`config.mk`:
```
export PLATFORM = sky130hd
export DESIGN_NAME = button_debounce_short_long_press_core
export DESIGN_NICKNAME = d
export VERILOG_FILES = /design/src/design/bdsl_pkg.sv /design/src/design/bdsl_lane.sv /design/src/design/bdsl_merge.sv /design/src/design/button_debounce_short_long_press_core.sv
export SDC_FILE = /design/constraint.sdc
export NUM_CORES = 1
export LEC_CHECK = 0
export ABC_AREA = 1
export ABC_CLOCK_PERIOD_IN_PS = 13050
export BUFFER_PORTS_ARGS = -buffer_cell sky130_fd_sc_hd__buf_4
export CORE_UTILIZATION = 57
export CTS_CLUSTER_SIZE = 10
export DETAILED_ROUTE_END_ITERATION = 10
export GPL_ROUTABILITY_DRIVEN = 0
export GPL_TIMING_DRIVEN = 1
export PLACE_DENSITY = 0.72
export SLEW_MARGIN = 20
export SYNTH_ARGS = -nofsm -noshare
export SYNTH_HDL_FRONTEND = slang
export SYNTH_SLANG_ARGS = --single-unit
```
`constraint.sdc`:
```
create_clock -name clk -period 13.05 [get_ports clk]
set_clock_uncertainty 0.2 [all_clocks]
set_input_delay 1.305 -clock clk [delete_from_list [all_inputs] [get_ports clk]]
set_output_delay 1.305 -clock clk [all_outputs]
set_load 0.02 [all_outputs]
```
`src/design/bdsl_pkg.sv`:
```
// Package for the button debounce / short-long press core.
// Holds the button count, register indexes and the request and event types.
// No dependencies.
package bdsl_pkg;

  localparam int BUTTONS = 4;
  localparam int IDX_W   = 2;
  localparam int CFG_W   = 16;
  localparam int CFG_IDX_W = 2;
  localparam int TIME_W  = 32;

  localparam logic [CFG_IDX_W-1:0] REG_DEBOUNCE   = 2'd0;
  localparam logic [CFG_IDX_W-1:0] REG_LONG_PRESS = 2'd1;

  localparam logic KIND_SHORT = 1'b0;
  localparam logic KIND_LONG  = 1'b1;

  localparam logic [CFG_W-1:0] DEBOUNCE_RESET   = 16'd50;
  localparam logic [CFG_W-1:0] LONG_PRESS_RESET = 16'd800;

  typedef struct packed {
    logic [BUTTONS-1:0] button_levels;
    logic [TIME_W-1:0]  now_ms;
  } in_item_t;

  typedef struct packed {
    logic [IDX_W-1:0] button_index;
    logic             event_kind;
    logic             last_event;
  } out_item_t;

  typedef struct packed {
    logic hit;
    logic kind;
  } lane_evt_t;

endpackage

```
`src/design/bdsl_lane.sv`:
```
// One button lane: debounce state, press timing and event detection.
// Depends on bdsl_pkg.
module bdsl_lane (
  input  logic                        clk,
  input  logic                        rst,
  input  logic                        load,
  input  logic                        level,
  input  logic [bdsl_pkg::TIME_W-1:0] now_ms,
  input  logic [bdsl_pkg::CFG_W-1:0]  debounce_time,
  input  logic [bdsl_pkg::CFG_W-1:0]  long_press_time,
  output bdsl_pkg::lane_evt_t         evt
);
  import bdsl_pkg::*;

  logic              acc_level;
  logic [TIME_W-1:0] last_change;
  logic [TIME_W-1:0] press_start;
  logic              long_rep;

  logic              change;
  logic              press_acc;
  logic [TIME_W-1:0] since_change;
  logic [TIME_W-1:0] press_start_next;
  logic              long_rep_mid;
  logic              long_hit;
  logic              short_hit;
  logic [TIME_W-1:0] held;

  always_comb begin
    since_change     = now_ms - last_change;
    change           = (level != acc_level) &&
                       (since_change >= {{(TIME_W-CFG_W){1'b0}}, debounce_time});
    press_acc        = change && !level;
    press_start_next = press_acc ? now_ms : press_start;
    long_rep_mid     = press_acc ? 1'b0 : long_rep;
    short_hit        = change && level && !long_rep;
    // long press follows the raw level, measured from the accepted press time
    held             = now_ms - press_start_next;
    long_hit         = !level && !long_rep_mid &&
                       (held >= {{(TIME_W-CFG_W){1'b0}}, long_press_time});
    evt.hit          = short_hit || long_hit;
    evt.kind         = long_hit ? KIND_LONG : KIND_SHORT;
  end

  always_ff @(posedge clk) begin
    if (rst) begin
      acc_level   <= 1'b1;
      last_change <= '0;
      press_start <= '0;
      long_rep    <= 1'b0;
    end else if (load) begin
      if (change) begin
        acc_level   <= level;
        last_change <= now_ms;
      end
      press_start <= press_start_next;
      long_rep    <= long_rep_mid || long_hit;
    end
  end

endmodule

```
`src/design/bdsl_merge.sv`:
```
// Merging stage: collects the lane events of one poll and emits them in
// button order through an output register. Depends on bdsl_pkg.
module bdsl_merge (
  input  logic                                  clk,
  input  logic                                  rst,
  input  logic                                  load,
  input  bdsl_pkg::lane_evt_t [bdsl_pkg::BUTTONS-1:0] lane_evt,
  output logic                                  idle,
  output logic                                  out_valid,
  input  logic                                  out_ready,
  output bdsl_pkg::out_item_t                   out_data
);
  import bdsl_pkg::*;

  logic [BUTTONS-1:0] pend;
  logic [BUTTONS-1:0] kinds;
  logic [BUTTONS-1:0] pend_after;
  logic [BUTTONS-1:0] low_bit;
  logic [IDX_W-1:0]   low_idx;
  logic               slot_free;
  logic               take;

  always_comb begin
    low_bit = '0;
    low_idx = '0;
    for (int i = BUTTONS - 1; i >= 0; i--) begin
      if (pend[i]) begin
        low_bit    = '0;
        low_bit[i] = 1'b1;
        low_idx    = IDX_W'(i);
      end
    end
    slot_free  = !out_valid || out_ready;
    take       = slot_free && (pend != '0);
    pend_after = take ? (pend & ~low_bit) : pend;
    // next poll may come in once the last pending event moves to the output
    idle       = (pend_after == '0);
  end

  always_ff @(posedge clk) begin
    if (rst) begin
      pend      <= '0;
      out_valid <= 1'b0;
    end else begin
      if (load) begin
        for (int i = 0; i < BUTTONS; i++) begin
          pend[i] <= lane_evt[i].hit;
        end
      end else begin
        pend <= pend_after;
      end
      if (take) begin
        out_valid <= 1'b1;
      end else if (out_ready) begin
        out_valid <= 1'b0;
      end
    end
  end

  always_ff @(posedge clk) begin
    if (load) begin
      for (int i = 0; i < BUTTONS; i++) begin
        kinds[i] <= lane_evt[i].kind;
      end
    end
    if (take) begin
      out_data.button_index <= low_idx;
      out_data.event_kind   <= |(kinds & low_bit);
      out_data.last_event   <= (pend_after == '0);
    end
  end

endmodule

```
`src/design/button_debounce_short_long_press_core.sv`:
```
// A poll request carries the active-low levels of all buttons and a wrapping
// millisecond time; each button lane debounces its level and detects short
// and long presses in the accept cycle, and the merging stage sends out at
// most one event per button in button order, flagging the last one. A
// poll's events are captured in the pending register and then move into
// the output register one event per cycle while out_ready is high; the
// next poll is accepted in the cycle its predecessor's last event moves
// into the output register, and polls that cause no events are accepted
// every cycle. Registers: 0 debounce time, 1 long press time. The user must
// write them only while the block is idle; the block does not enforce it.
// Depends on bdsl_pkg, bdsl_lane and bdsl_merge.
module button_debounce_short_long_press_core (
  input  logic                           clk,
  input  logic                           rst,
  input  logic                           in_valid,
  output logic                           in_ready,
  input  bdsl_pkg::in_item_t             in_data,
  output logic                           out_valid,
  input  logic                           out_ready,
  output bdsl_pkg::out_item_t            out_data,
  input  logic                           cfg_wen,
  input  logic [bdsl_pkg::CFG_IDX_W-1:0] cfg_index,
  input  logic [bdsl_pkg::CFG_W-1:0]     cfg_wdata
);
  import bdsl_pkg::*;

  logic [CFG_W-1:0] debounce_time;
  logic [CFG_W-1:0] long_press_time;
  logic             load;
  lane_evt_t [BUTTONS-1:0] lane_evt;

  always_ff @(posedge clk) begin
    if (rst) begin
      debounce_time   <= DEBOUNCE_RESET;
      long_press_time <= LONG_PRESS_RESET;
    end else if (cfg_wen) begin
      unique case (cfg_index)
        REG_DEBOUNCE:   debounce_time   <= cfg_wdata;
        REG_LONG_PRESS: long_press_time <= cfg_wdata;
        default: ;
      endcase
    end
  end

  assign load = in_valid && in_ready;

  for (genvar g = 0; g < BUTTONS; g++) begin : g_lane
    bdsl_lane u_lane (
      .clk             (clk),
      .rst             (rst),
      .load            (load),
      .level           (in_data.button_levels[g]),
      .now_ms          (in_data.now_ms),
      .debounce_time   (debounce_time),
      .long_press_time (long_press_time),
      .evt             (lane_evt[g])
    );
  end

  bdsl_merge u_merge (
    .clk       (clk),
    .rst       (rst),
    .load      (load),
    .lane_evt  (lane_evt),
    .idle      (in_ready),
    .out_valid (out_valid),
    .out_ready (out_ready),
    .out_data  (out_data)
  );

endmodule
```
; Yosys cells after proc, flatten, opt, wreduce, memory -nomap -nowiden
; Index checks and enable logic that the tools add are counted.
[classes]
addsub = 8
magnitude_cmp = 8
n_eq_ne = 5
n_mux = 23
bitwise_logic = 3
reduce_logical = 60
[ops]
columns = op, count
row1 = $ge A32 B16 Y1, 8
row2 = $sub A32 B32 Y32, 8
row3 = $mux W32, 4
row4 = $logic_and A1 B1 Y1, 26
row5 = $mux W4, 6
row6 = $logic_not A1 Y1, 13
row7 = $reduce_and A2 Y1, 6
row8 = $mux W1, 11
row9 = $logic_or A1 B1 Y1, 9
row10 = $and A4 B4 Y4, 2
row11 = $logic_not A4 Y1, 1
row12 = $mux W2, 2
row13 = $ne A1 B1 Y1, 4
row14 = $not A4 Y4, 1
row15 = $reduce_bool A4 Y1, 1
row16 = $reduce_or A4 Y1, 1
row17 = $eq A2 B1 Y1 const B, 1
row18 = $logic_not A2 Y1, 1
row19 = $reduce_bool A2 Y1, 1
row20 = $reduce_or A2 Y1, 1
[totals]
reg_bits = 309
input_bits = 59
out_inout_bits = 6

; Depth between registers and ports, before layout
[depth]
ltp_word = 10
mapped_depth = 57

; By module
; Synthesis repeated with hierarchy kept, for this count alone.
[hier_totals]
hier_cells = 5698
hier_area_um2 = 33848.7
[modules_own_cells]
columns = module, instances, cells_per_inst, area_each_um2
row1 = bdsl_lane at g_lane[1].u_lane ..., 2, 1369, 8026.4
row2 = bdsl_lane at g_lane[0].u_lane, 1, 1347, 7957.6
row3 = bdsl_lane at g_lane[3].u_lane, 1, 1359, 7955.1
row4 = button_debounce_short_long_press_core, 1, 200, 1342.5
row5 = bdsl_merge, 1, 54, 540.5

; Worst setup path before layout
; OpenSTA, ideal clock, no wires.
[synth_timing]
path_type = input-to-reg
startpoint = input in_data[0] (netlist bit)
endpoint = register u_merge.kinds[2], data pin
setup_ps = 255
arrival_time_ps = 7509
t_required_ps = 12595
setup_slack_ps = 5086
stages = 51
path_buffers = 3
cell_sequence = inv_1 > ha_1 > fa_1 > nand3b_1 > nand2_1 > nand2_1 > nand2_1 > nand2_1 > nand2_1 > xor2_1 > ha_1 > nand2_1 > nor2_1 > a211oi_1 > nand2_1 > nand2_1 > nand3_1 > nor2_1 > (+15 left out) > a21o_1 > nand2_1 > nand2_1 > nand2_1 > nand2_2 > nand2_1 > nand2_1 > xor2_1 > ha_1 > a21o_1 > a21oi_1 > o21a_1 > nand2_1 > nor2_1 > nand3_1 > nor2_1 > nand3_1 > and2_1
[synth_via]
elab_chain_len = 9
elab_cells_between_ends = 12
[synth_rtl]
columns = item, line_no
row1 = start: declaration, button_debounce_short_long_press_core.sv:17  ; input bdsl_pkg::in_item_t in_data,
row2 = $sub A32 B32 Y32, bdsl_lane.sv:30  ; since_change = now_ms - last_change;
row3 = $ge A32 B16 Y1, bdsl_lane.sv:32  ; (since_change >= {{(TIME_W-CFG_W){1'b0}}, debounce_time});
row4 = $logic_and A1 B1 Y1, bdsl_lane.sv:31  ; change = (level != acc_level) &&
row5 = $logic_and A1 B1 Y1, bdsl_lane.sv:33  ; press_acc = change && !level;
row6 = $mux W32 *, bdsl_lane.sv:34  ; press_start_next = press_acc ? now_ms : press_start;
row7 = net g_lane[2].u_lane.press_start_next[0], bdsl_lane.sv:23  ; logic [TIME_W-1:0] press_start_next;
row8 = $sub A32 B32 Y32 *, bdsl_lane.sv:38  ; held = now_ms - press_start_next;
row9 = $ge A32 B16 Y1 *, bdsl_lane.sv:40  ; (held >= {{(TIME_W-CFG_W){1'b0}}, long_press_time});
row10 = $logic_and A1 B1 Y1 *, bdsl_lane.sv:39  ; long_hit = !level && !long_rep_mid &&
row11 = net g_lane[2].u_lane.long_hit, bdsl_lane.sv:25  ; logic long_hit;
row12 = $mux W1 *, bdsl_lane.sv:42  ; evt.kind = long_hit ? KIND_LONG : KIND_SHORT;
row13 = end signal: indexed assignment, bdsl_merge.sv:63  ; kinds[i] <= lane_evt[i].kind;
row14 = end: declaration, bdsl_merge.sv:16  ; logic [BUTTONS-1:0] kinds;
; The timed path passes the listed nets; every way through them passes the cells marked *.
; A chain may end at the register's enable or synchronous reset.

; Worst setup path in the final report
[layout_timing]
startpoint = input in_data[1] (netlist bit)
endpoint = register g_lane[3].u_lane.long_rep
[layout_via]
elab_chain_len = 9
elab_cells_between_ends = 12
[layout_rtl]
columns = item, line_no
row1 = $sub A32 B32 Y32, bdsl_lane.sv:30
row2 = $ge A32 B16 Y1, bdsl_lane.sv:32
row3 = $logic_and A1 B1 Y1, bdsl_lane.sv:31
row4 = $logic_and A1 B1 Y1, bdsl_lane.sv:33
row5 = $mux W32 or $mux W1 (tied branches), "bdsl_lane.sv:34, bdsl_lane.sv:35"
row6 = $sub A32 B32 Y32 or $logic_not A1 Y1 (tied branches), "bdsl_lane.sv:38, bdsl_lane.sv:39"
row7 = $ge A32 B16 Y1 or $logic_and A1 B1 Y1 (tied branches), "bdsl_lane.sv:40, bdsl_lane.sv:39"
row8 = $logic_and A1 B1 Y1, bdsl_lane.sv:39
row9 = $logic_or A1 B1 Y1 *, bdsl_lane.sv:57  ; long_rep <= long_rep_mid || long_hit;
row10 = end signal: assignment, bdsl_lane.sv:57
row11 = end: declaration, bdsl_lane.sv:18  ; logic long_rep;
; Mark *: on every way between the ends. The rest lies on a longest branch, timed or not.

==> reports/qor.yml <==
setup_path:
  critPathTopFamily: "simple AND/OR/NAND/NOR gates"
  worst_path_most_repeated_cell: "nand2_1"
  cp.required_ps: 13270
  cp_slowest_stage_delay_ps: 510
  rr_startpoint: "g_lane[1].u_lane.last_change[2]"
  worstSetupPathType: "primary input to flop"
  ff2ff_setup_slack_ps: 5370
  worstRegToRegCells: 48
  crit_buf_inv: 8
  regToRegEndpoint: "g_lane[1].u_lane.long_rep"
  startpoint_type: "primary input"
  cpMaxStageDelayCell: "fa_1"
  crit_fanout: 51
  crit_path_end_kind: "flop"
  critPathArrivalTime_ps: 8830
timing:
  hold_violations: 0
  period_needed_ps: 8610
  fmax_mhz: 116
  finalSetupViolations: 0
  worst_pin_slew_ps: 1090
  tns_ps: 0
  relSlewSlack_pct: 27.4
  timing.hold.ws_ps: 253
  drv_slew: 0
  grt_setup_unrepaired: "no"
  period_share_pct: 66.0
global_routing:
  antenna_found_initial: 0
  track_usage_pct: 34.8
  grt_max_degree: 109
  grt_pass1_wl_um: 157000
  grt.overflow.total: 0
  grt_pass1_vias: 29700
routing:
  wl_um: 101000
  drt_iter0_drc: 3035
  wl_met3_um: 8600
  dr_wl_met2_um: 42600
  drcViolationCount: 0
  vias_per_cell: 5.55
  drtPass1Iterations: 6
  antenna_left: 0
  vias: 33700
  dr.max_layer_used: "met4"
  drt-met1-wl_um: 46400
  wire_per_inst_um: 16.7
synth:
  ys.flop_type: "dfxtp_1"
  syn_avg_cell_area_um2: 6.05
  async_flop_share_pct: 0
  syn_nets: 5733
  synthDistinctLibCells: 57
  synth_edf_count: 8
  yosys_warnings: 0
  synth-seq-area-share_pct: 19.5
  synth_cells: 5302
  ys_seq_elements: 309
  syn_area_mm2: 0.0321
clock_tree:
  cts.repair.resized: 0
  insertion_delay_ps: 580
  postCtsHoldBufs: 0
  cts_tree: "built"
  root_buffer: "clkbuf_16"
  h-tree-depth: 2
  path_clk_slew_ps: 60
  cts.sinks: 309
  clock_path_buffers: 3
  post_cts_buffers: 0
  cts_buffers: 41
job:
  max_cap_violations: 0
power:
  power_density_mw_per_mm2: 153
  cellLeakagePower_nw: 17.5
  max-vdd-ir-drop_v: 0.000129
floorplan:
  die_w_um: 239
  ios: 65
  dieArea_mm2: 0.0572
  die_y_um: 239
  rows: 86
  coreArea_mm2: 0.0553
  initial_core_util_pct: 58.0
worst_hold_path:
  hold_path.class: "flop to flop"
  min-delay-start: "g_lane[2].u_lane.press_start[5]"
  min_to: "g_lane[2].u_lane.press_start[5]"
  whs_path_depth: 2
layout:
  nets: 5730
  n_antenna_cell: 0
  drive_above_1_share_pct: 5.11
  area_delta_synth_final_pct: 7.45
placement:
  port_buffers: 64
  dp_hpwl_um: 75800
run_status:
  run_status: "finished, final reports clean"
-- registers in the layout, summed over array words and instances, names as in the netlist, 16 cells and up --
name,flops
long_press_time,16
g_lane.u_lane.last_change,128
debounce_time,16
g_lane.u_lane.press_start,128
-- worst register-to-register path: cells and delay by family, from the launching register on --
kind / cells / cell delay, ps
compound gates: 11 / 1950
xor+xnor: 2 / 340
fa+ha+maj: 5 / 1560
buf+inv: 4 / 700
flops: 1 / 310
simple gates: 26 / 2490
-- layout make-up --
type	instances	area, um2
well taps	748	936
inverters	912	3430
fillers	5613	20900
flip-flops and latches	309	6270
clock inverters	8	98.8
repair buffers	79	618
multi-input cells	3956	21900
clock buffers	60	1230
-- synthesized netlist by cell type, types with 3 or more instances --
cell,instances,area (um2)
a21boi_0,5,37.5
clkbuf_1,101,379
nand3b_1,35,263
clkinv_1,11,41.3
o21ai_2,4,35.0
a21oi_2,4,35.0
inv_1,883,3310
nand3_4,4,70.1
nand3_2,18,180
a21oi_1,536,2680
nand4_1,52,325
nor4_1,7,43.8
a211oi_1,22,165
xnor2_1,33,289
o211a_1,3,30.0
a21o_1,15,113
o21a_1,11,82.6
ha_1,364,4550
o221ai_1,4,35.0
dfxtp_1,301,6030
buf_4,3,22.5
a31oi_1,5,31.3
buf_2,8,40.0
and2_1,14,87.6
nand2_2,43,269
o21bai_1,14,105
o21ai_0,446,2230
nand3_1,224,1120
buf_1,9,33.8
nor3_2,3,30.0
nand2_1,1406,5280
fa_1,8,160
o21ai_1,13,65.1
o221a_2,4,45.0
xor2_1,95,832
nor2_2,20,125
o31ai_1,7,52.6
nor2_1,395,1480
nor3_1,57,285
inv_2,18,67.6
edfxtp_1,8,240
o211ai_1,67,503
nand2_4,3,33.8
-- cells in the final DEF, fill, tap and decap left out, types with 9 or more instances in the layout --
cell / n
nand2_1: 1406
inv_1: 883
a21oi_1: 536
o21ai_0: 446
nor2_1: 393
ha_1: 364
dfxtp_1: 301
nand3_1: 224
xor2_1: 95
buf_4: 77
o211ai_1: 67
nor3_1: 57
nand4_1: 52
nand2_2: 43
clkbuf_16: 43
nand3b_1: 35
xnor2_1: 33
a211oi_1: 22
nor2_2: 19
inv_2: 18
nand3_2: 18
a21o_1: 15
o21bai_1: 14
and2_1: 14
o21ai_1: 13
o21a_1: 11
clkinv_1: 9
clkbuf_8: 9
-- worst max path at each step --
stage / from / end / depth (start not counted)
after floorplan: in_data[0] / u_merge.kinds[2] / 51
after global placement: in_data[1] / u_merge.pend[3] / 55
after detailed placement: in_data[1] / u_merge.pend[3] / 55
after CTS: in_data[1] / u_merge.pend[3] / 55
after global routing: in_data[1] / u_merge.pend[3] / 55
final: in_data[1] / g_lane[3].u_lane.long_rep / 55
-- per-layer routing --
metal	global-route usage, %	vias up
li1	-	17200
met1	48.7	15200
met2	54.2	1202
met3	4.34	172
met4	12.9	0
met5	0	-
-- per-stage QoR --
| step | util, % | setup slack, ps | total power [mW] | instances | instance area, um2 |
|---|---|---|---|---|---|
| after global placement | 59.8 | 4000 | 4.02 | 6002 | 33100 |
| after global routing | 62.3 | 3750 | 5.72 | 6072 | 34400 |
| after CTS | 62.2 | 4480 | 5.23 | 6070 | 34400 |
| final | 62.3 | 4440 | 5.27 | 6072 | 34400 |
| after detailed placement | 59.8 | 3910 | 4.06 | 6002 | 33100 |
| after floorplan | - | 5090 | 3.40 | 5302 | 32100 |
-- logic make-up (layout without fill, tap and decap cells) --
group / Yosys count / count (layout) / synth area share [%]
compound gates: 1169 / 1169 / 19.8
xor+xnor: 128 / 128 / 3.50
flops: 309 / 309 / 19.5
fa+ha+maj: 372 / 372 / 14.7
buf+inv: 1037 / 1059 / 12.4
simple gates: 2287 / 2287 / 30.1
-- where the power goes --
| group | switching [mW] | internal [mW] | total (mW) |
|---|---|---|---|
| Sequential | 0.0661 | 1.12 | 1.19 |
| Clock | 0.462 | 0.687 | 1.15 |
| Combinational | 1.90 | 1.04 | 2.93 |
No activity file was read; power rests on OpenSTA's default activity.
